==> src/hw/rtl/direct_mapped_write_back_cache_assert.svh <==
// Assertion macros for the direct-mapped write-back cache.
`ifndef DIRECT_MAPPED_WRITE_BACK_CACHE_ASSERT_SVH
`define DIRECT_MAPPED_WRITE_BACK_CACHE_ASSERT_SVH

`ifndef SYNTHESIS
// Same-cycle implication, clocked on clock and cut off by reset.
`define DMC_ASSERT_IMP(lbl, ante, cons) \
   lbl: assert property (@(posedge clock) disable iff (reset) (ante) |-> (cons)) \
      else $error("cache assertion failed");
// Next-cycle implication.
`define DMC_ASSERT_NXT(lbl, ante, cons) \
   lbl: assert property (@(posedge clock) disable iff (reset) (ante) |=> (cons)) \
      else $error("cache assertion failed");
`else
`define DMC_ASSERT_IMP(lbl, ante, cons)
`define DMC_ASSERT_NXT(lbl, ante, cons)
`endif

`endif

==> src/hw/rtl/dmc_ram.sv <==
// Generic single-write, single-read synchronous RAM with registered read data.
module dmc_ram #(
   parameter int WIDTH = 32,
   parameter int DEPTH = 128
) (
   input  logic                     clock,
   input  logic                     wr_en,
   input  logic [$clog2(DEPTH)-1:0] wr_addr,
   input  logic [WIDTH-1:0]         wr_data,
   input  logic                     rd_en,
   input  logic [$clog2(DEPTH)-1:0] rd_addr,
   output logic [WIDTH-1:0]         rd_data
);

   logic [WIDTH-1:0] mem [DEPTH];
   logic [WIDTH-1:0] rd_data_ff;

   always_ff @(posedge clock) begin
      if (wr_en) begin
         mem[wr_addr] <= wr_data;
      end
      if (rd_en) begin
         rd_data_ff <= mem[rd_addr];
      end
   end

   assign rd_data = rd_data_ff;

endmodule

==> config.mk <==
export PLATFORM = sky130hd
export DESIGN_NAME = dmc_ram
export DESIGN_NICKNAME = d
export VERILOG_FILES = /design/src/hw/rtl/direct_mapped_write_back_cache_assert.svh /design/src/hw/rtl/dmc_ram.sv
export SDC_FILE = /design/constraint.sdc
export NUM_CORES = 2
export LEC_CHECK = 0
export BUFFER_PORTS_ARGS = -buffer_cell sky130_fd_sc_hd__buf_4
export CAP_MARGIN = 15
export CORE_MARGIN = 4
export CORE_UTILIZATION = 40
export CTS_CLUSTER_DIAMETER = 40
export DETAILED_ROUTE_END_ITERATION = 10
export PLACE_DENSITY = 0.54
export SETUP_SLACK_MARGIN = 0.05
export SYNTH_ARGS = -nofsm -noshare
export SYNTH_HDL_FRONTEND = slang
export SYNTH_SLANG_ARGS = --single-unit
==> constraint.sdc <==
create_clock -name clock -period 8.3 [get_ports clock]
set_clock_uncertainty 0.05 [all_clocks]
set_input_delay 1.66 -clock clock [delete_from_list [all_inputs] [get_ports clock]]
set_output_delay 1.66 -clock clock [all_outputs]
set_load 0.02 [all_outputs]
Yosys cells after proc, flatten, opt, wreduce, memory -nomap -nowiden
Memory sizes are Yosys's and may differ from the RTL's. A register that Yosys moved wholly into a read port is not among the register bits.
Cells that the tools add are included.

storage, ports and cells
  register bits after elaboration = 0
  bits in writable memories = 4096
  input bits = 49
  output and inout bits = 32
  logic and storage cells = 3
  memories kept = 1

memories
  memory  depth  bits a word  rd ports  clocked after memory_dff  write ports  line           RTL
  mem     128    32           1         1                         1            dmc_ram.sv:15  logic [WIDTH-1:0] mem [DEPTH];

operators by class
  multiplexer cells = 2

operator list
  kind               number
  1-bit two-way mux  2

Depth between registers and ports, before layout
  word-level depth = 2
  mapped depth = 8
  mapped depth without buffers = 4

Worst setup path after synthesis
Ideal clock, no wire load.

  path type = input -> register
  start point = input port wr_en
  end point = memory mem[98][0], enable pin
  setup time = 0.461 ns
  arrival time = 4.438 ns
  setup slack = 3.351 ns
  stages on the path = 3
  cell sequence = clkbuf_1 nand4_1 nor3_1

on the way
  longest elaborated chain between the ends = 2

ends and longest elaborated chain
  item                                     line           RTL
  from (decl)                              dmc_ram.sv:7   input logic wr_en,
  1-bit two-way mux                        dmc_ram.sv:19  if (wr_en) begin
  1-bit two-way mux (not written as such)  dmc_ram.sv:20  mem[wr_addr] <= wr_data;
  to (decl)                                dmc_ram.sv:15

No other way between the ends.

==> results.cfg <==
[detailed_routing]
antenna_left = 0
routed-via-count = 71500
drt_wl_total_um = 434000
routedWlPerCell_um = 35.6
viasPerCell = 5.87
drt-initial-drc-count = 8892
drc = 0
dr.pass1.iters = 7

[timing]
final_hold_viol_count = 0
tightest_slew_ns = 1.19
final_max_slew_viol_count = 0
max_freq_ghz = 0.212
min_period_over_period = 0.568
finalWorstSetupSlack_ns = 3.59
fin_crit_ns = 4.71
tns_ns = 0
setup_viol = 0
holdWs_ns = 1.14
rsz0062_at_grt = false
slew_headroom = 0.206

[power_and_ir_drop]
peakVddDrop_mv = 0.188
power.leakage_nw = 56.2
powerDensity_nw_per_um2 = 263

[floorplanning]
ioPinCount = 81
dieArea_sq_um = 402000
start_util = 0.402
die_height_um = 634
die_x_um = 634
rows = 229
core_sq_um = 389000

[setup_path]
crit_path_start = rd_addr[0]
end_kind = flip-flop
cp_max_fo = 78
required_ns = 8.99
reg2reg_to = rd_data[27]
rrSetupSlack_ns = 5.39
cp_data_arrival_time_ns = 5.41
crit_type = input port to flip-flop
critPathLaunchType = input port
r2r_cells = 4
crit_end = rd_data[24]
reg2reg_from = mem[29][27]

[clock_tree]
tritoncts = built
cts.htree.levels = 6
post-cts-setup-buffer-count = 0
cts.sinks = 4128
post_cts_resized = 0
cts_buffer_depth = 4
clkTransAtPathRegs_ns = 0.06
postCtsHoldBufs = 0
clock-root-buffer = clkbuf_16
cts_inserted_buffers = 528
clk_latency_ns = 1.00

[synthesis]
synthCells = 5990
synth.most_common_cell = edfxtp_1
ys_types = 16
netlist.top_cell.by_area = edfxtp_1
synth_commonest_cells = edfxtp_1, mux4_2, clkbuf_1
seq_area_frac_synth = 0.792
synthArstFlopShare = 0
synth_area_per_cell_sq_um = 26.1
synthTopCellsByArea = edfxtp_1, mux4_2, clkbuf_1
synth-main-ff-cell = edfxtp_1
synth-edff-count = 4128
synth_top_area_share = 0.792
synth_area_sq_um = 157000
synth_warnings = 0
synth_seq_cells = 4128
synth_nets = 6039

[grt]
grt_pass1_vias = 72600
grt_first_pass_wirelength_um = 597000
grt_use_total = 0.215
grt_max_degree = 85
gr-total-overflow = 0
antenna_found_initial = 61

[cells_and_area]
nNetsFinal = 6574
fin_area_sq_um = 183000
regArea_sq_um = 124000
multi_input_area_sq_um = 32300
drive_gt1_frac = 0.379
fin_util = 0.471
fill_cells = 31200
synthToLayoutAreaGrowth_pct = 17.0

[place]
place_hpwl_um = 234000
port_buffers = 80
place_congestion = 0.766
dpl_worst_slack_ns = 2.50
place_area_sq_um = 166000

[min_path]
hp-class = input port to flip-flop

[outcome]
run_status = completed

[run]
maxCapViolations = 0
==> kinds of logic (layout without fill, tap and decap cells) <==
| family | after synthesis | in the layout | synth area share |
|---|---|---|---|
| muxes | 1376 | 1376 | 0.196 |
| and+or+nand+nor | 170 | 170 | 0.00445 |
| buffers and inverters | 316 | 1268 | 0.00837 |
| other | 0 | 37 | 0 |
| DFF | 4128 | 4128 | 0.792 |
==> where the power goes <==
| part | internal, mW | total [mW] | switching (mW) |
|---|---|---|---|
| Combinational | 0.841 | 2.26 | 1.42 |
| Clock | 13.9 | 22.7 | 8.83 |
| Sequential | 23.1 | 23.1 | 0.0826 |
| Total | 37.8 | 48.1 | 10.3 |
==> layout by cell type (no fill, tap or decap) <==
master	netlist	routed
buf_12	0	31
buf_16	0	1
buf_4	3	285
buf_6	2	1
buf_8	0	3
bufinv_16	0	57
clkbuf_1	182	74
clkbuf_16	0	544
clkinv_1	0	72
clkinv_16	0	1
clkinv_2	0	61
clkinv_4	0	31
clkinv_8	0	13
clkinvlp_4	0	39
diode_2	0	37
edfxtp_1	4128	4128
inv_16	0	7
inv_6	0	42
inv_8	0	6
mux2_2	32	32
mux4_2	1344	1344
nand2_1	14	11
nand2_2	0	3
nand2b_1	2	2
nand3_1	12	8
nand3_2	0	4
nand4_1	3	3
nor2_1	122	3
nor2_4	0	119
nor2b_1	7	7
nor3_2	0	9
or3_1	1	1
==> layout make-up <==
class	instances	area share
flip-flops and latches	4128	0.676
multi-input cells	1546	0.176
clock buffers	618	0.0758
well taps	5197	0.0355
clock inverters	329	0.0200
repair buffers	321	0.0155
diodes	37	0.000505
==> worst min-delay path by stage <==
stage | from | to | slack (ns) | cells after the start
floorplan | mem[36][0] | rd_data[0] | 1.10 | 4
global placement | mem[109][30] | rd_data[30] | 1.17 | 4
detailed placement | mem[52][13] | rd_data[13] | 1.16 | 4
CTS | wr_data[18] | mem[117][18] | 1.07 | 1
global route | wr_data[18] | mem[114][18] | 1.12 | 1
finish | wr_data[18] | mem[117][18] | 1.14 | 1
==> critical path, cell delays in order <==
cell	delay [ns]
buf_16	0.51
buf_4	0.77
mux4_2	0.61
mux4_2	0.56
mux4_2	0.70
mux2_2	0.35
==> state kept, by name, summed over array words and instances, names as in the netlist <==
name and flops:
mem 4096, rd_data 32
==> per-layer routing <==
metal  GRT usage  share of wire
met3      0.0392          0.078
met2       0.349           0.49
met5           0       0.000081
met4      0.0545          0.025
met1       0.302           0.41
==> per-stage QoR <==
step,power (mW),instances
detailed placement,25.9,11200
floorplan,24.6,5990
CTS,48.5,12100
global route,49.5,12200
finish,48.1,12200
global placement,25.8,11200
No activity file was read; power rests on OpenSTA's default activity.
