===== src/hw/rtl/direct_mapped_write_back_cache_assert.svh =====
// Assertion macros for the direct-mapped write-back cache.
`ifndef DIRECT_MAPPED_WRITE_BACK_CACHE_ASSERT_SVH
`define DIRECT_MAPPED_WRITE_BACK_CACHE_ASSERT_SVH

`ifndef SYNTHESIS
// Same-cycle implication, clocked on clock and cut off by reset.
`define DMC_ASSERT_IMP(lbl, ante, cons) \
   lbl: assert property (@(posedge clock) disable iff (reset) (ante) |-> (cons)) \
      else $error("cache assertion failed");
// Next-cycle implication.
`define DMC_ASSERT_NXT(lbl, ante, cons) \
   lbl: assert property (@(posedge clock) disable iff (reset) (ante) |=> (cons)) \
      else $error("cache assertion failed");
`else
`define DMC_ASSERT_IMP(lbl, ante, cons)
`define DMC_ASSERT_NXT(lbl, ante, cons)
`endif

`endif


===== src/hw/rtl/dmc_pkg.sv =====
// Shared codes, widths and types of the direct-mapped write-back cache.
package dmc_pkg;

   localparam int ADDR_W    = 32;
   localparam int DATA_W    = 32;
   localparam int COUNT_W   = 32;
   localparam int BYTE_BITS = 2;

   localparam logic [1:0] FUNC_READ  = 2'd0;
   localparam logic [1:0] FUNC_WRITE = 2'd1;
   localparam logic [1:0] FUNC_FILL  = 2'd2;

   localparam logic [1:0] KIND_READ     = 2'd0;
   localparam logic [1:0] KIND_WDONE    = 2'd1;
   localparam logic [1:0] KIND_WB       = 2'd2;
   localparam logic [1:0] KIND_FILL_REQ = 2'd3;

   localparam logic [1:0] OUT_HIT      = 2'd0;
   localparam logic [1:0] OUT_COLD     = 2'd1;
   localparam logic [1:0] OUT_CONFLICT = 2'd2;

   typedef struct packed {
      logic [1:0]         kind;
      logic [ADDR_W-1:0]  mem_address;
      logic [DATA_W-1:0]  word;
      logic [1:0]         outcome;
      logic [COUNT_W-1:0] hit_total;
      logic [COUNT_W-1:0] miss_total;
      logic               last;
   } rsp_type;

   typedef struct packed {
      logic clearing;
      logic awaiting;
   } status_type;

endpackage


===== src/hw/rtl/dmc_req_if.sv =====
// Request channel of the cache: accesses and line fill words.
interface dmc_req_if import dmc_pkg::*; ();
   logic              valid;
   logic              ready;
   logic [1:0]        func;
   logic [ADDR_W-1:0] address;
   logic [DATA_W-1:0] write_data;
   logic [DATA_W-1:0] fill_word;

   modport source (output valid, func, address, write_data, fill_word, input ready);
   modport sink   (input valid, func, address, write_data, fill_word, output ready);
endinterface


===== src/hw/rtl/dmc_ctrl.sv =====
// Cache controller: lookup, write-back, fill and tag clearing sequencer.
module dmc_ctrl import dmc_pkg::*; #(
   parameter int LINE_COUNT     = 128,
   parameter int WORDS_PER_LINE = 16,
   parameter int TAGRAM_W       = 21
) (
   input  logic                                        clock,
   input  logic                                        reset,
   dmc_req_if.sink                                     req,
   input  logic                                        can_load,
   output logic                                        load,
   output rsp_type                                     rsp_data,
   output status_type                                  status,
   output logic                                        t_wr_en,
   output logic [$clog2(LINE_COUNT)-1:0]               t_wr_addr,
   output logic [TAGRAM_W-1:0]                         t_wr_data,
   output logic                                        t_rd_en,
   output logic [$clog2(LINE_COUNT)-1:0]               t_rd_addr,
   input  logic [TAGRAM_W-1:0]                         t_rd_data,
   output logic                                        d_wr_en,
   output logic [$clog2(LINE_COUNT*WORDS_PER_LINE)-1:0] d_wr_addr,
   output logic [DATA_W-1:0]                           d_wr_data,
   output logic                                        d_rd_en,
   output logic [$clog2(LINE_COUNT*WORDS_PER_LINE)-1:0] d_rd_addr,
   input  logic [DATA_W-1:0]                           d_rd_data
);

   localparam int WORD_BITS  = $clog2(WORDS_PER_LINE);
   localparam int INDEX_BITS = $clog2(LINE_COUNT);
   localparam int IDX_LSB    = BYTE_BITS + WORD_BITS;
   localparam int TAG_LSB    = IDX_LSB + INDEX_BITS;
   localparam int TAG_BITS   = ADDR_W - TAG_LSB;

   localparam logic [2:0] ST_CLEAR  = 3'd0;
   localparam logic [2:0] ST_IDLE   = 3'd1;
   localparam logic [2:0] ST_LOOKUP = 3'd2;
   localparam logic [2:0] ST_WB     = 3'd3;
   localparam logic [2:0] ST_FREQ   = 3'd4;
   localparam logic [2:0] ST_FINISH = 3'd5;
   localparam logic [2:0] ST_RESP   = 3'd6;

   localparam logic [WORD_BITS-1:0]  LAST_WORD = WORD_BITS'(WORDS_PER_LINE - 1);
   localparam logic [INDEX_BITS-1:0] LAST_LINE = INDEX_BITS'(LINE_COUNT - 1);

   logic [2:0]            state_ff,    state_in;
   logic [INDEX_BITS-1:0] clr_cnt_ff,  clr_cnt_in;
   logic                  awaiting_ff, awaiting_in;
   logic                  pend_wr_ff,  pend_wr_in;
   logic [ADDR_W-1:0]     pend_addr_ff, pend_addr_in;
   logic [DATA_W-1:0]     pend_data_ff, pend_data_in;
   logic [1:0]            outcome_ff,  outcome_in;
   logic [WORD_BITS-1:0]  fill_pos_ff, fill_pos_in;
   logic [WORD_BITS-1:0]  wb_cnt_ff,   wb_cnt_in;
   logic [COUNT_W-1:0]    hits_ff,     hits_in;
   logic [COUNT_W-1:0]    misses_ff,   misses_in;

   logic [WORD_BITS-1:0]  p_word, r_word;
   logic [INDEX_BITS-1:0] p_idx,  r_idx;
   logic [TAG_BITS-1:0]   p_tag,  t_tag;
   logic                  t_valid, t_dirty, hit, accept, is_access;

   assign p_word  = pend_addr_ff[IDX_LSB-1:BYTE_BITS];
   assign p_idx   = pend_addr_ff[TAG_LSB-1:IDX_LSB];
   assign p_tag   = pend_addr_ff[ADDR_W-1:TAG_LSB];
   assign r_word  = req.address[IDX_LSB-1:BYTE_BITS];
   assign r_idx   = req.address[TAG_LSB-1:IDX_LSB];
   assign t_valid = t_rd_data[TAGRAM_W-1];
   assign t_dirty = t_rd_data[TAGRAM_W-2];
   assign t_tag   = t_rd_data[TAG_BITS-1:0];
   assign hit     = t_valid && (t_tag == p_tag);

   assign req.ready = (state_ff == ST_IDLE);
   assign accept    = req.valid && req.ready;
   assign is_access = (req.func == FUNC_READ) || (req.func == FUNC_WRITE);

   assign status.clearing = (state_ff == ST_CLEAR);
   assign status.awaiting = awaiting_ff;

   always_comb begin
      state_in     = state_ff;
      clr_cnt_in   = clr_cnt_ff;
      awaiting_in  = awaiting_ff;
      pend_wr_in   = pend_wr_ff;
      pend_addr_in = pend_addr_ff;
      pend_data_in = pend_data_ff;
      outcome_in   = outcome_ff;
      fill_pos_in  = fill_pos_ff;
      wb_cnt_in    = wb_cnt_ff;
      hits_in      = hits_ff;
      misses_in    = misses_ff;

      t_wr_en   = 1'b0;
      t_wr_addr = p_idx;
      t_wr_data = {1'b1, pend_wr_ff, p_tag};
      t_rd_en   = 1'b0;
      t_rd_addr = r_idx;
      d_wr_en   = 1'b0;
      d_wr_addr = {p_idx, p_word};
      d_wr_data = pend_data_ff;
      d_rd_en   = 1'b0;
      d_rd_addr = {r_idx, r_word};

      load                 = 1'b0;
      rsp_data.kind        = KIND_READ;
      rsp_data.mem_address = '0;
      rsp_data.word        = '0;
      rsp_data.outcome     = outcome_ff;
      rsp_data.hit_total   = hits_ff;
      rsp_data.miss_total  = misses_ff;
      rsp_data.last        = 1'b1;

      unique case (state_ff)
         ST_CLEAR: begin
            t_wr_en    = 1'b1;
            t_wr_addr  = clr_cnt_ff;
            t_wr_data  = '0;
            clr_cnt_in = clr_cnt_ff + 1'b1;
            if (clr_cnt_ff == LAST_LINE) begin
               state_in = ST_IDLE;
            end
         end
         ST_IDLE: begin
            if (accept && is_access && !awaiting_ff) begin
               t_rd_en      = 1'b1;
               d_rd_en      = 1'b1;
               pend_wr_in   = (req.func == FUNC_WRITE);
               pend_addr_in = req.address;
               pend_data_in = req.write_data;
               state_in     = ST_LOOKUP;
            end else if (accept && (req.func == FUNC_FILL) && awaiting_ff) begin
               d_wr_en     = 1'b1;
               d_wr_addr   = {p_idx, fill_pos_ff};
               d_wr_data   = req.fill_word;
               fill_pos_in = fill_pos_ff + 1'b1;
               if (fill_pos_ff == LAST_WORD) begin
                  state_in = ST_FINISH;
               end
            end
            // anything else is out of place: drop the beat
         end
         ST_LOOKUP: begin
            if (hit) begin
               if (can_load) begin
                  load                = 1'b1;
                  hits_in             = hits_ff + 1'b1;
                  rsp_data.outcome    = OUT_HIT;
                  rsp_data.hit_total  = hits_ff + 1'b1;
                  if (pend_wr_ff) begin
                     rsp_data.kind = KIND_WDONE;
                     d_wr_en       = 1'b1;
                     t_wr_en       = 1'b1;
                     t_wr_data     = {1'b1, 1'b1, p_tag};
                  end else begin
                     rsp_data.kind = KIND_READ;
                     rsp_data.word = d_rd_data;
                  end
                  state_in = ST_IDLE;
               end
            end else begin
               misses_in  = misses_ff + 1'b1;
               outcome_in = t_valid ? OUT_CONFLICT : OUT_COLD;
               if (t_valid && t_dirty) begin
                  d_rd_en   = 1'b1;
                  d_rd_addr = {p_idx, {WORD_BITS{1'b0}}};
                  wb_cnt_in = '0;
                  state_in  = ST_WB;
               end else begin
                  state_in = ST_FREQ;
               end
            end
         end
         ST_WB: begin
            // tag read data still holds the victim line
            if (can_load) begin
               load                 = 1'b1;
               rsp_data.kind        = KIND_WB;
               rsp_data.mem_address = {t_tag, p_idx, wb_cnt_ff, {BYTE_BITS{1'b0}}};
               rsp_data.word        = d_rd_data;
               rsp_data.last        = 1'b0;
               if (wb_cnt_ff == LAST_WORD) begin
                  state_in = ST_FREQ;
               end else begin
                  wb_cnt_in = wb_cnt_ff + 1'b1;
                  d_rd_en   = 1'b1;
                  d_rd_addr = {p_idx, wb_cnt_ff + 1'b1};
               end
            end
         end
         ST_FREQ: begin
            if (can_load) begin
               load                 = 1'b1;
               rsp_data.kind        = KIND_FILL_REQ;
               rsp_data.mem_address = {p_tag, p_idx, {IDX_LSB{1'b0}}};
               awaiting_in          = 1'b1;
               fill_pos_in          = '0;
               state_in             = ST_IDLE;
            end
         end
         ST_FINISH: begin
            t_wr_en = 1'b1;
            if (pend_wr_ff) begin
               if (can_load) begin
                  d_wr_en       = 1'b1;
                  load          = 1'b1;
                  rsp_data.kind = KIND_WDONE;
                  awaiting_in   = 1'b0;
                  state_in      = ST_IDLE;
               end
            end else begin
               d_rd_en   = 1'b1;
               d_rd_addr = {p_idx, p_word};
               state_in  = ST_RESP;
            end
         end
         ST_RESP: begin
            if (can_load) begin
               load          = 1'b1;
               rsp_data.kind = KIND_READ;
               rsp_data.word = d_rd_data;
               awaiting_in   = 1'b0;
               state_in      = ST_IDLE;
            end
         end
         default: begin
            state_in = ST_IDLE;
         end
      endcase
   end

   always_ff @(posedge clock) begin
      if (reset) begin
         state_ff    <= ST_CLEAR;
         clr_cnt_ff  <= '0;
         awaiting_ff <= 1'b0;
         pend_wr_ff  <= 1'b0;
         outcome_ff  <= OUT_HIT;
         fill_pos_ff <= '0;
         wb_cnt_ff   <= '0;
         hits_ff     <= '0;
         misses_ff   <= '0;
      end else begin
         state_ff    <= state_in;
         clr_cnt_ff  <= clr_cnt_in;
         awaiting_ff <= awaiting_in;
         pend_wr_ff  <= pend_wr_in;
         outcome_ff  <= outcome_in;
         fill_pos_ff <= fill_pos_in;
         wb_cnt_ff   <= wb_cnt_in;
         hits_ff     <= hits_in;
         misses_ff   <= misses_in;
      end
      pend_addr_ff <= pend_addr_in;
      pend_data_ff <= pend_data_in;
   end

endmodule

===== src/flat_wrapper.sv =====
// flat-port wrapper written by rule: the top's interface ports become plain ports
module dmc_ctrl_flat import dmc_pkg::*;
#(
   parameter int LINE_COUNT     = 128,
   parameter int WORDS_PER_LINE = 16,
   parameter int TAGRAM_W       = 21
)
  (clock, reset, can_load, load, rsp_data, status, t_wr_en, t_wr_addr, t_wr_data, t_rd_en, t_rd_addr, t_rd_data, d_wr_en, d_wr_addr, d_wr_data, d_rd_en, d_rd_addr, d_rd_data, req_valid, req_func, req_address, req_write_data, req_fill_word, req_ready);
  dmc_req_if req_i ();
  input  logic clock;
  input  logic reset;
  input  logic can_load;
  output logic load;
  output rsp_type rsp_data;
  output status_type status;
  output logic t_wr_en;
  output logic [$clog2(LINE_COUNT)-1:0] t_wr_addr;
  output logic [TAGRAM_W-1:0] t_wr_data;
  output logic t_rd_en;
  output logic [$clog2(LINE_COUNT)-1:0] t_rd_addr;
  input  logic [TAGRAM_W-1:0] t_rd_data;
  output logic d_wr_en;
  output logic [$clog2(LINE_COUNT*WORDS_PER_LINE)-1:0] d_wr_addr;
  output logic [DATA_W-1:0] d_wr_data;
  output logic d_rd_en;
  output logic [$clog2(LINE_COUNT*WORDS_PER_LINE)-1:0] d_rd_addr;
  input  logic [DATA_W-1:0] d_rd_data;
  input wire logic [$bits(req_i.valid)-1:0] req_valid;
  input wire logic [$bits(req_i.func)-1:0] req_func;
  input wire logic [$bits(req_i.address)-1:0] req_address;
  input wire logic [$bits(req_i.write_data)-1:0] req_write_data;
  input wire logic [$bits(req_i.fill_word)-1:0] req_fill_word;
  output wire logic [$bits(req_i.ready)-1:0] req_ready;
  assign req_i.valid = req_valid;
  assign req_i.func = req_func;
  assign req_i.address = req_address;
  assign req_i.write_data = req_write_data;
  assign req_i.fill_word = req_fill_word;
  assign req_ready = req_i.ready;
  dmc_ctrl #(.LINE_COUNT(LINE_COUNT), .WORDS_PER_LINE(WORDS_PER_LINE), .TAGRAM_W(TAGRAM_W)) u_core (.clock(clock), .reset(reset), .req(req_i), .can_load(can_load), .load(load), .rsp_data(rsp_data), .status(status), .t_wr_en(t_wr_en), .t_wr_addr(t_wr_addr), .t_wr_data(t_wr_data), .t_rd_en(t_rd_en), .t_rd_addr(t_rd_addr), .t_rd_data(t_rd_data), .d_wr_en(d_wr_en), .d_wr_addr(d_wr_addr), .d_wr_data(d_wr_data), .d_rd_en(d_rd_en), .d_rd_addr(d_rd_addr), .d_rd_data(d_rd_data));
endmodule

===== config.mk =====
export PLATFORM = sky130hd
export DESIGN_NAME = dmc_ctrl_flat
export DESIGN_NICKNAME = d
export VERILOG_FILES = /design/src/hw/rtl/direct_mapped_write_back_cache_assert.svh /design/src/hw/rtl/dmc_pkg.sv /design/src/hw/rtl/dmc_req_if.sv /design/src/hw/rtl/dmc_ctrl.sv /design/src/flat_wrapper.sv
export SDC_FILE = /design/constraint.sdc
export NUM_CORES = 1
export LEC_CHECK = 0
export ABC_AREA = 0
export BUFFER_PORTS_ARGS = -buffer_cell sky130_fd_sc_hd__buf_4
export CAP_MARGIN = 20
export CORE_AREA = 3 3 147 149
export DETAILED_ROUTE_END_ITERATION = 10
export DIE_AREA = 0 0 150 152
export GPL_TIMING_DRIVEN = 0
export PLACE_DENSITY = 0.7
export SYNTH_ARGS = -nofsm -noshare
export SYNTH_HDL_FRONTEND = slang
export SYNTH_SLANG_ARGS = --single-unit

===== constraint.sdc =====
create_clock -name clock -period 11.44 [get_ports clock]
set_input_delay 2.288 -clock clock [delete_from_list [all_inputs] [get_ports clock]]
set_output_delay 2.288 -clock clock [all_outputs]
set_load 0.01 [all_outputs]

-- Word-level counts from Yosys, hierarchy flattened
Index checks and enable logic that the tools add are counted.
- bitwise operators: 1
- multiplexer cells: 78
- equality and inequality tests: 24
- reduce and logical (&&, ||, !) cells: 24
- add/sub/neg operators: 5
- operators with widths (cell ; number):
    2-to-1 mux 66 bit ; 3
    2-to-1 mux 32 bit ; 5
    case mux 32 bit (3 select lines) ; 1
    2-to-1 mux 34 bit ; 2
    adder 32 x 1 -> 32 bit, second input constant ; 2
    case mux 32 bit (2 select lines) ; 1
    2-to-1 mux 11 bit ; 5
    2-to-1 mux 21 bit ; 2
    case mux 21 bit (2 select lines) ; 1
    2-to-1 mux 4 bit ; 10
    case mux 11 bit (3 select lines) ; 1
    2-to-1 mux 3 bit ; 10
    2-to-1 mux 1 bit ; 22
    2-to-1 mux 20 bit ; 1
    equality test 19 bit ; 1
    case mux 3 bit (6 select lines) ; 1
    case mux 4 bit (2 select lines) ; 2
    inequality test 2 bit, second input constant ; 6
    AND reduction 5 bit ; 2
    equality test 3 bit, second input constant ; 3
    case mux 1 bit (3 select lines) ; 3
    adder 4 x 1 -> 4 bit, second input constant ; 2
    equality test 4 bit, second input constant ; 2
    2-to-1 mux 2 bit ; 4
    25 further kinds ; 40
- bits in registers: 150
- output and inout port bits: 230
- word-level logic and storage cells: 143
- input port bits: 155

-- Logic depth before layout (Yosys ltp)
- depth in word-level cells: 7
- mapped depth: 8
- mapped depth without buffers: 8

-- Worst setup path before layout
No wires, ideal clock.
- path type: input -> output
- start: input port req_func[1]
- end: output port d_rd_en
- stages: 5
- buffers on the path: 1
- arrival time: 4903 ps
- slack: 4249 ps
- data required time: 9152 ps
- cell sequence: nor3b_1 > and2_1 > clkbuf_1 > nor2_1 > nand3_1
- cells in the longest elaborated chain, start to end: 6
- elaborated cells on any way between the ends: 7
- those cells by class: 1 x eq/ne; 2 x mux; 4 x reduce/logical
- ends and longest elaborated chain (item ; line ; RTL):
    start: declaration ; flat_wrapper.sv:29 ; input wire logic [$bits(req_i.func)-1:0] req_func;
    equality test 2 x 1 -> 1 bit or zero test 2 bit (tied branches) ; dmc_ctrl.sv:74 ; assign is_access = (req.func == FUNC_READ) || (req.func == FUNC_WRITE);
    logical OR 1 bit (*) ; dmc_ctrl.sv:74 ;
    logical AND 1 bit (*) (2 in series) ; dmc_ctrl.sv:123 ; if (accept && is_access && !awaiting_ff) begin
    2-to-1 mux 1 bit (*) ; dmc_ctrl.sv:123 ;
    case mux 1 bit (4 select lines) (*) ; dmc_ctrl.sv:112 ; unique case (state_ff)
    end: declaration ; flat_wrapper.sv:25 ; output logic d_rd_en;
Mark *: on every way between the ends. The rest lies on a longest branch, timed or not.

-- Worst setup path after layout
- start: input port t_rd_data[15]
- end: output port d_rd_addr[8]
- cells in the longest elaborated chain, start to end: 4
- ends and longest elaborated chain (item ; line ; RTL):
    start: declaration ; flat_wrapper.sv:21 ; input logic [TAGRAM_W-1:0] t_rd_data;
    equality test 19 bit ; dmc_ctrl.sv:70 ; assign hit = t_valid && (t_tag == p_tag);
    logical AND 1 bit ; dmc_ctrl.sv:70 ;
    2-to-1 mux 11 bit ; dmc_ctrl.sv:142 ; if (hit) begin
    case mux 11 bit (3 select lines) ; dmc_ctrl.sv:112 ;
    end: declaration ; flat_wrapper.sv:26 ; output logic [$clog2(LINE_COUNT*WORDS_PER_LINE)-1:0] d_rd_addr;
No other way between the ends.

==> flow_metrics.py <==
metrics = {
    "global_routing": {
        "antenna_found_initial": 0,
        "grt_max_degree": 67,
        "grt_pass1_wl_um": 42300,
        "grt_usage_pct": 23.6,
        "grt_pass1_vias": 7737,
        "grt-ovfl-total": 0,
    },
    "logic_synthesis": {
        "ys_top_cells_by_area": "edfxtp_1, dfxtp_1, mux2_2",
        "ys.flop_type": "dfxtp_1",
        "yosysUniqueCellTypes": 58,
        "synth_compound_area_share_pct": 10.6,
        "syn_inst": 880,
        "yosys.area.top_type_share_pct": 22.7,
        "synth_edf_count": 62,
        "synth_top_family_by_area": "simple AND/OR/NAND/NOR gates",
        "synth-seq-cells": 148,
        "async_flop_share_pct": 0,
        "yosys.area_share.simple_pct": 23.9,
        "synth_fa_ha_area_share_pct": 1.07,
        "synth_xor_area_share_pct": 7.91,
        "muxShareOfSynthArea_pct": 7.48,
        "ys.warnings.count": 0,
        "avgSynthCellArea_um2": 9.31,
        "ys_seq_area_share_pct": 43.7,
        "yosysTopAreaCell": "edfxtp_1",
        "synthesis.area_mm2": 0.00819,
        "yosysMostFrequentCell": "dfxtp_1",
        "yosys-top-cells-count": "dfxtp_1, nor2_1, nand2_1",
    },
    "placed_design": {
        "dp_hpwl_um": 22200,
        "dp_cells": 1529,
        "place_congestion": 0.884,
        "port_buffers": 378,
    },
    "clocking": {
        "cts_resized": 0,
        "clock_sinks": 148,
        "cts_buffers": 17,
        "cts_buffer_depth": 2,
        "clk_latency_ps": 420,
        "htreeDepth": 4,
        "path_clk_slew_ps": 60,
        "post-cts-setup-buffers": 0,
        "cts_root_buf": "clkbuf_16",
        "cts_hold_buf": 0,
        "cts_tree": "built",
    },
    "layout": {
        "fin_cells": 1561,
        "antenna_cells": 0,
        "drive_gt1_share_pct": 38.3,
        "syn_to_final_growth_pct": 46.1,
        "nets": 1440,
    },
    "critical_path": {
        "path_cells": "buf_4 -> xor2_1 -> nor4_1 -> and3_1 -> clkbuf_1 -> a32oi_1 -> clkbuf_1 -> o21ai_0 -> buf_4",
        "reg2reg_from": "u_core.pend_addr_ff[28]$_DFFE_PP_",
        "cp_slowest_cell": "a32oi_1",
        "r2r_cells": 7,
        "critical_path_class": "input port to primary output",
        "worstPathArrival_ps": 5090,
        "crit_family": "buffers and inverters",
        "cp-start-kind": "input port",
        "endpoint_kind": "primary output",
        "cp_slowest_stage_delay_ps": 540,
        "r2r-end": "u_core.state_ff[1]$_SDFFE_PP0P_",
        "worst-path-buf-inv": 4,
        "worstPathMaxFanout": 10,
        "ff2ff_setup_slack_ps": 8570,
        "worstPathRequired_ps": 9150,
    },
    "power": {
        "ir_worst_vdd_mv": 0.101,
        "combPwrFrac_pct": 6.2,
        "power_mw": 1.19,
        "p_sw_mw": 0.269,
        "p_clk_share_pct": 47.6,
        "internal_power_mw": 0.925,
        "swShare_pct": 22.5,
        "power_density_mw_per_mm2": 99.8,
        "p_leak_nw": 5.09,
        "p_seq_share_pct": 46.2,
    },
    "timing": {
        "slew-limit-headroom_pct": 30.9,
        "finClkSkew_ps": 10.0,
        "finalCriticalPeriod_ps": 7380,
        "slew_violations": 0,
        "finalHoldViolCount": 0,
        "tightest_slew_ps": 1040,
        "fin_crit_sh_pct": 64.5,
        "setup_violations": 0,
        "fin_tns_setup_ps": 0,
        "holdWs_ps": 493,
        "fmax_mhz": 135,
        "rsz0062_at_grt": "false",
    },
    "route": {
        "drtIter0Drc": 420,
        "detail_route.drc_violations": 0,
        "ant_nets": 0,
        "wl_per_cell_um": 18.2,
        "vias_per_cell": 5.15,
        "vias": 8035,
        "wirelength_um": 28300,
        "drtPass1Iterations": 5,
    },
    "worst_hold_path": {
        "min_from": "u_core.outcome_ff[1]$_SDFFE_PP0P_",
        "hold_path.class": "register to register",
        "hold_path_depth": 2,
        "holdPathEnd": "u_core.outcome_ff[1]$_SDFFE_PP0P_",
    },
    "status": {
        "status": "finished clean",
    },
    "run": {
        "cap_violations": 0,
    },
    "die": {
        "io-pin-count": 385,
        "core_mm2": 0.0203,
        "die_h_um": 152,
        "die-area_mm2": 0.0228,
        "initial_core_util_pct": 40.4,
        "fp-row-count": 52,
        "die_w_um": 150,
    },
}
[power groups by stage]
stage | Combinational (mW) | Sequential (mW) | Clock, mW
floorplan | 0.0193 | 0.563 | 0
global placement | 0.0731 | 0.563 | 0
detailed placement | 0.0747 | 0.563 | 0
CTS | 0.0746 | 0.551 | 0.576
global route | 0.0802 | 0.551 | 0.604
finish | 0.0741 | 0.551 | 0.569
[area by class of cell]
| cell class | instances | area, um2 |
|---|---|---|
| fillers | 1850 | 8340 |
| plain buffers | 66 | 332 |
| repair buffers | 378 | 2840 |
| inverters | 28 | 105 |
| well taps | 270 | 338 |
| clock inverters | 14 | 150 |
| flip-flops and latches | 148 | 3580 |
| multi-input cells | 639 | 4180 |
| clock buffers | 18 | 439 |
[sequential cells by signal (all words and copies together) (netlist names), 2 cells and up]
name	flops
u_core.clr_cnt_ff	7
u_core.fill_pos_ff	4
u_core.hits_ff	32
u_core.misses_ff	32
u_core.outcome_ff	2
u_core.pend_addr_ff	30
u_core.pend_data_ff	32
u_core.state_ff	3
u_core.wb_cnt_ff	4
[routing by layer]
metal	vias up	track usage [%]	routed length (um)
li1	3889	-	-
met1	3757	29.0	11500
met2	351	41.1	14300
met3	38	5.84	2030
met4	0	5.80	493
met5	-	0	0
[per-stage QoR]
step	area, um2	utilization, %	setup slack [ps]
CTS	12000	58.9	4110
global route	12000	58.9	3960
global placement	11400	56.0	3010
finish	12000	58.9	4060
detailed placement	11400	56.0	4130
floorplan	8200	-	4250
[worst max path at each step]
stage / from / end / slack (ps) / depth (start not counted)
2_1_floorplan: req_func[1] / d_rd_en / 4250 / 5
3_3_place_gp: req_func[1] / d_rd_en / 3010 / 7
3_5_place_dp: t_rd_data[15] / d_rd_addr[8] / 4130 / 9
4_1_cts: t_rd_data[15] / d_rd_addr[8] / 4110 / 9
5_1_grt: t_rd_data[15] / d_rd_addr[8] / 3960 / 9
6_report: t_rd_data[15] / d_rd_addr[8] / 4060 / 9
[cell families after synthesis]
logic type                 count (synthesis)
buffers and inverters                     94
adders and majority gates                  7
muxes                                     55
AOI/OAI and AO/OA                        130
DFF                                      148
other                                      1
xor gates and xnor gates                  74
and+or+nand+nor                          371
[worst register-to-register path: cells and delay by family (launching register included)]
| kind | cells | cell delay (ps) |
|---|---|---|
| AOI/OAI and AO/OA | 3 | 1250 |
| DFF | 1 | 440 |
| buffers and inverters | 1 | 230 |
| and+or+nand+nor | 2 | 640 |
| xor gates and xnor gates | 1 | 200 |
[placed cells by master (no fill, tap or decap), types with 3 or more instances in the layout]
| cell type | count |
|---|---|
| nand3b_1 | 4 |
| a211oi_1 | 6 |
| inv_6 | 4 |
| clkbuf_1 | 34 |
| mux2i_1 | 5 |
| a2111oi_0 | 3 |
| a22o_1 | 19 |
| a21oi_1 | 37 |
| inv_1 | 29 |
| edfxtp_1 | 62 |
| or4_1 | 13 |
| nand3_1 | 36 |
| clkbuf_16 | 17 |
| o31ai_1 | 12 |
| nor2_1 | 72 |
| and3_1 | 7 |
| xor2_1 | 39 |
| buf_4 | 396 |
| nor4_1 | 11 |
| a21o_1 | 3 |
| mux2_2 | 50 |
| or3_1 | 7 |
| clkinv_4 | 3 |
| nor2b_1 | 52 |
| o2111ai_1 | 4 |
| xnor2_1 | 35 |
| buf_2 | 10 |
| o211ai_1 | 3 |
| a31oi_1 | 4 |
| nand4_1 | 22 |
| ha_1 | 7 |
| nor3_1 | 19 |
| o21ai_0 | 23 |
| dfxtp_1 | 86 |
| and2_1 | 49 |
| nand2_1 | 66 |
| a22oi_1 | 3 |
| buf_1 | 3 |
Power figures use the tool's default switching activity.
